File: config.mk
export PLATFORM = sky130hd
export DESIGN_NAME = fsls_ram
export DESIGN_NICKNAME = d
export VERILOG_FILES = /design/src/rtl/core/frequency_stack_level_stacks_macros.svh /design/src/rtl/core/fsls_ram.sv
export SDC_FILE = /design/constraint.sdc
export NUM_CORES = 2
export LEC_CHECK = 0
export ABC_AREA = 0
export BUFFER_PORTS_ARGS = -buffer_cell sky130_fd_sc_hd__buf_2
export CAP_MARGIN = 30
export CORE_MARGIN = 8
export CORE_UTILIZATION = 50
export DETAILED_ROUTE_END_ITERATION = 10
export PLACE_DENSITY_LB_ADDON = 0.08
export SYNTH_ARGS = -nofsm -noshare
export SYNTH_HDL_FRONTEND = slang
export SYNTH_SLANG_ARGS = --single-unit
File: constraint.sdc
create_clock -name clk -period 2.3 [get_ports clk]
set_input_delay 0.115 -clock clk [delete_from_list [all_inputs] [get_ports clk]]
set_output_delay 0.115 -clock clk [all_outputs]
set_load 0.05 [all_outputs]
File: src/rtl/core/frequency_stack_level_stacks_macros.svh
// assertion macros shared by the frequency stack rtl
// expects clk and arst_n in the scope of each use
`ifndef FREQUENCY_STACK_LEVEL_STACKS_MACROS_SVH
`define FREQUENCY_STACK_LEVEL_STACKS_MACROS_SVH

// combinational property checked on every rising clock edge out of reset
`define FSLS_CHECK(lbl, expr, msg) \
	lbl: assert property (@(posedge clk) disable iff (!arst_n) (expr)) else $error(msg);

// cause in one cycle, effect in the next
`define FSLS_CHECK_NEXT(lbl, cause, effect, msg) \
	lbl: assert property (@(posedge clk) disable iff (!arst_n) (cause) |=> (effect)) \
		else $error(msg);

`endif

File: src/rtl/core/fsls_ram.sv
// generic single write, single read ram with registered read data
// no dependencies
`default_nettype none
module fsls_ram #(
	parameter int WIDTH = 8,
	parameter int DEPTH = 256
) (
	input  wire logic                     clk,
	input  wire logic                     we,
	input  wire logic [$clog2(DEPTH)-1:0] waddr,
	input  wire logic [WIDTH-1:0]         wdata,
	input  wire logic [$clog2(DEPTH)-1:0] raddr,
	output logic      [WIDTH-1:0]         rdata
);
	logic [WIDTH-1:0] mem [DEPTH];

	always_ff @(posedge clk) begin
		if (we) begin
			mem[waddr] <= wdata;
		end
		rdata <= mem[raddr];
	end
endmodule
`default_nettype wire

* Yosys cells after proc, flatten, opt, wreduce, memory -nomap -nowiden *
Memories as Yosys holds them, arrays and structs flattened. A register that Yosys moved wholly into a read port is not among the register bits.
Index checks and enable logic that the tools add are counted.

word-level totals
  register bits = 0
  output and inout bits = 8
  logic and storage cells = 3
  memory bits (writable) = 2048
  input bits = 26
  memories = 1

operators by class
  mux-type cells = 2

memory list
  name  words  width  rd ports  clocked after memory_dff  wr ports  line            text
  mem   256    8      1         1                         1         fsls_ram.sv:15  logic [WIDTH-1:0] mem [DEPTH];

operators with widths
  kind               number
  two-way mux 1 bit  2

* Depth between registers and ports, before layout *
  word-level depth = 2
  mapped depth = 11

* Least setup slack after synthesis *
OpenSTA, ideal clock, no wires.

  kind = input port to flip-flop
  from = input raddr[0]
  to = register rdata[2] (read register of mem)
  setup time = 131 ps
  setup slack = 247 ps
  data required time = 2169 ps
  arrival time = 1922 ps
  cell stages on the path = 9
  cell sequence = buf_6 buf_12 buf_8 buf_2 mux4_2 a22oi_1 a21oi_1 nor4_1 nor4_2

RTL lines
  what         line            text
  from (decl)  fsls_ram.sv:12  input wire logic [$clog2(DEPTH)-1:0] raddr,
  to (decl)    fsls_ram.sv:13  output logic [WIDTH-1:0] rdata

==> impl_metrics.json <==
{
  "fmax_mhz": 437,
  "finClkSkew_ns": 0.0220,
  "die_area_mm2": 0.172,
  "yosysSeqAreaShare": 0.775,
  "async_flop_share": 0,
  "critPathArrivalTime_ns": 2.97,
  "peakVddDrop_uv": 692,
  "fin_crit_sh": 0.994,
  "ys_warn_count": 0,
  "routabilityCongestion": 0.863,
  "fin_area_mm2": 0.0941,
  "max-slew-margin-rel": 0.387,
  "dr.pass1.iters": 6,
  "status": "finished, final reports clean",
  "track_usage": 0.239,
  "cts_max_level": 4,
  "ant_nets": 0,
  "multi_input_area_mm2": 0.0167,
  "grt_max_degree": 94,
  "ys_types": 55,
  "fin_total_pwr_mw": 78.3,
  "cap_violations": 0,
  "end_kind": "register",
  "cp.required_ns": 2.98,
  "syn_area_mm2": 0.0796,
  "via_count": 40737,
  "slew_viol_final": 0,
  "final_cell_mix": "edfxtp_1, buf_4, mux4_2",
  "antenna_found_initial": 8,
  "die_h_um": 415,
  "cts_sinks": 2056,
  "pwr_density_cell_mw_per_mm2": 832,
  "dpl_cell_area_mm2": 0.0872,
  "final_common_cell": "edfxtp_1",
  "synth_nets": 3759,
  "swShare": 0.211,
  "placed_cells": 6288,
  "syn_to_final_growth_pct": 18.3,
  "hold_viol": 0,
  "drive_above_1_share": 0.328,
  "drt_iter0_drc": 4589,
  "wl_per_cell_um": 31.1,
  "register_area_mm2": 0.0617,
  "min_period_ns": 2.29,
  "cts_tree": "built",
  "startpoint_type": "register",
  "p_leak_nw": 30.6,
  "num-fill-cells": 11325,
  "nNetsFinal": 4460,
  "final_util": 0.595,
  "cts_made_buffers": 204,
  "grt-ovfl-total": 0,
  "cts.clk_slew.worst_paths_ns": 0.06,
  "rsz0062_at_grt": "true",
  "post_cts.repair.setup_buffers": 0,
  "setup_viol_count_final": 0,
  "avgSynthCellArea_um2": 21.3,
  "netlist_instances": 3733,
  "p_seq_frac": 0.528,
  "hold_path_class": "input pin to register",
  "ys_ff_latch": 2056,
  "io_pins": 34,
  "synth_ff_type": "edfxtp_1",
  "switching_power_mw": 16.5,
  "cp_max_fo": 1,
  "hold_slack_ns": 0.0697,
  "root_buffer": "clkbuf_16",
  "power_frac_comb": 0.057,
  "crit_type": "register to register",
  "p_int_mw": 61.8,
  "coreArea_mm2": 0.158,
  "die_x_um": 415,
  "drc": 0,
  "synth_edf_count": 2048,
  "portBuffers": 33,
  "routed_wl_um": 208000,
  "num_rows": 146,
  "clockBufferDepth": 3,
  "power_frac_clock": 0.414,
  "grt_pass1_wl_um": 301000,
  "viasPerCell": 6.09,
  "dp_hpwl_um": 135000,
  "start_util": 0.503,
  "tightest_slew_ns": 0.918,
  "grt_pass1_vias": 41980,
  "fin_cells": 6686,
  "clkLatencyLatePin_ns": 0.82
}
-- flip-flops by register name, indices dropped and copies added (netlist names) --
name	flops
mem	2048
rdata	8
-- power groups by stage --
stage / Clock, mW / Combinational, mW / Sequential [mW]
after detailed placement: 0 / 4.47 / 42.2
after global placement: 0 / 4.39 / 42.2
after floorplan: 0 / 2.01 / 42.2
final: 32.4 / 4.50 / 41.4
after global routing: 34.3 / 4.73 / 41.3
after CTS: 33.0 / 4.55 / 41.4
-- worst max-delay path, stage by stage, from the launching register on --
cell and delay (ns):
edfxtp_1 0.37, mux4_2 0.47, a22o_1 0.27, a221oi_2 0.18, buf_4 0.18, o32ai_1 0.10, nor3_2 0.49, nor4_1 0.09
-- metal layers --
| layer | GRT usage | wire length, µm |
|---|---|---|
| met1 | 0.328 | 84800 |
| met2 | 0.396 | 102000 |
| met3 | 0.0388 | 14000 |
| met4 | 0.0741 | 6580 |
| met5 | 0 | 12 |
-- timing repair --
item,4_1_cts,5_1_grt
setup endpoints to repair,8,7
endpoints found under the hold margin,605,0
hold buffers,14,0
gates cloned,0,0
resized for setup,30,10
pin swaps,12,12
-- cell type report --
type,instances,share of cell area
clock buffers,261,0.0580
diodes,7,0.000186
flip-flops and latches,2056,0.655
multi-input cells,1442,0.178
clock inverters,118,0.0114
inverters,2,0.0000798
repair buffers,728,0.0699
well taps,2072,0.0276
-- Yosys cell counts, types with 10 or more instances --
master,instances,share of area
o221ai_1,46,0.0051
edfxtp_1,2048,0.77
a211oi_1,16,0.0015
a221oi_1,13,0.0014
nor2_1,282,0.013
o21ai_0,10,0.00063
buf_6,21,0.0030
nand4_1,10,0.00079
o211ai_1,10,0.00094
o22ai_1,28,0.0022
nor3_1,22,0.0014
a21oi_1,96,0.0060
mux4_2,454,0.13
buf_8,13,0.0025
buf_1,22,0.0010
mux2i_1,134,0.017
clkbuf_1,111,0.0052
buf_2,31,0.0020
nand3_1,34,0.0021
buf_4,27,0.0025
a22oi_1,133,0.013
nor2b_1,31,0.0024
nor4_1,24,0.0019
nand2_1,33,0.0016
-- path summary, 6_finish.rpt --
check | start | endpoint | slack, ns | cells after the start
max reg2reg | mem[82][5] | rdata[5] | 0.01 | 7
max | mem[82][5] | rdata[5] | 0.01 | 7
min reg2reg | mem[60][4] | rdata[4] | 1.09 | 7
min | waddr[6] | mem[235][4] | 0.07 | 4
-- metrics by stage --
step	TNS [ns]	worst slack [ns]
global placement	-7.05	-1.23
floorplan	0	0.247
finish	0	0.0134
detailed placement	-6.58	-1.00
global route	-0.0876	-0.0465
CTS	-0.0773	-0.0503
-- cells by family (layout without fill, tap and decap cells) --
family / count (synthesis) / in the layout / share of synthesized area
AOI/OAI and AO/OA: 385 / 385 / 0.0342
DFF: 2056 / 2056 / 0.775
and+or+nand+nor: 466 / 466 / 0.0263
buffers and inverters: 235 / 1109 / 0.0183
muxes: 591 / 591 / 0.146
other: 0 / 7 / 0
(Power assumes the default switching activity.)
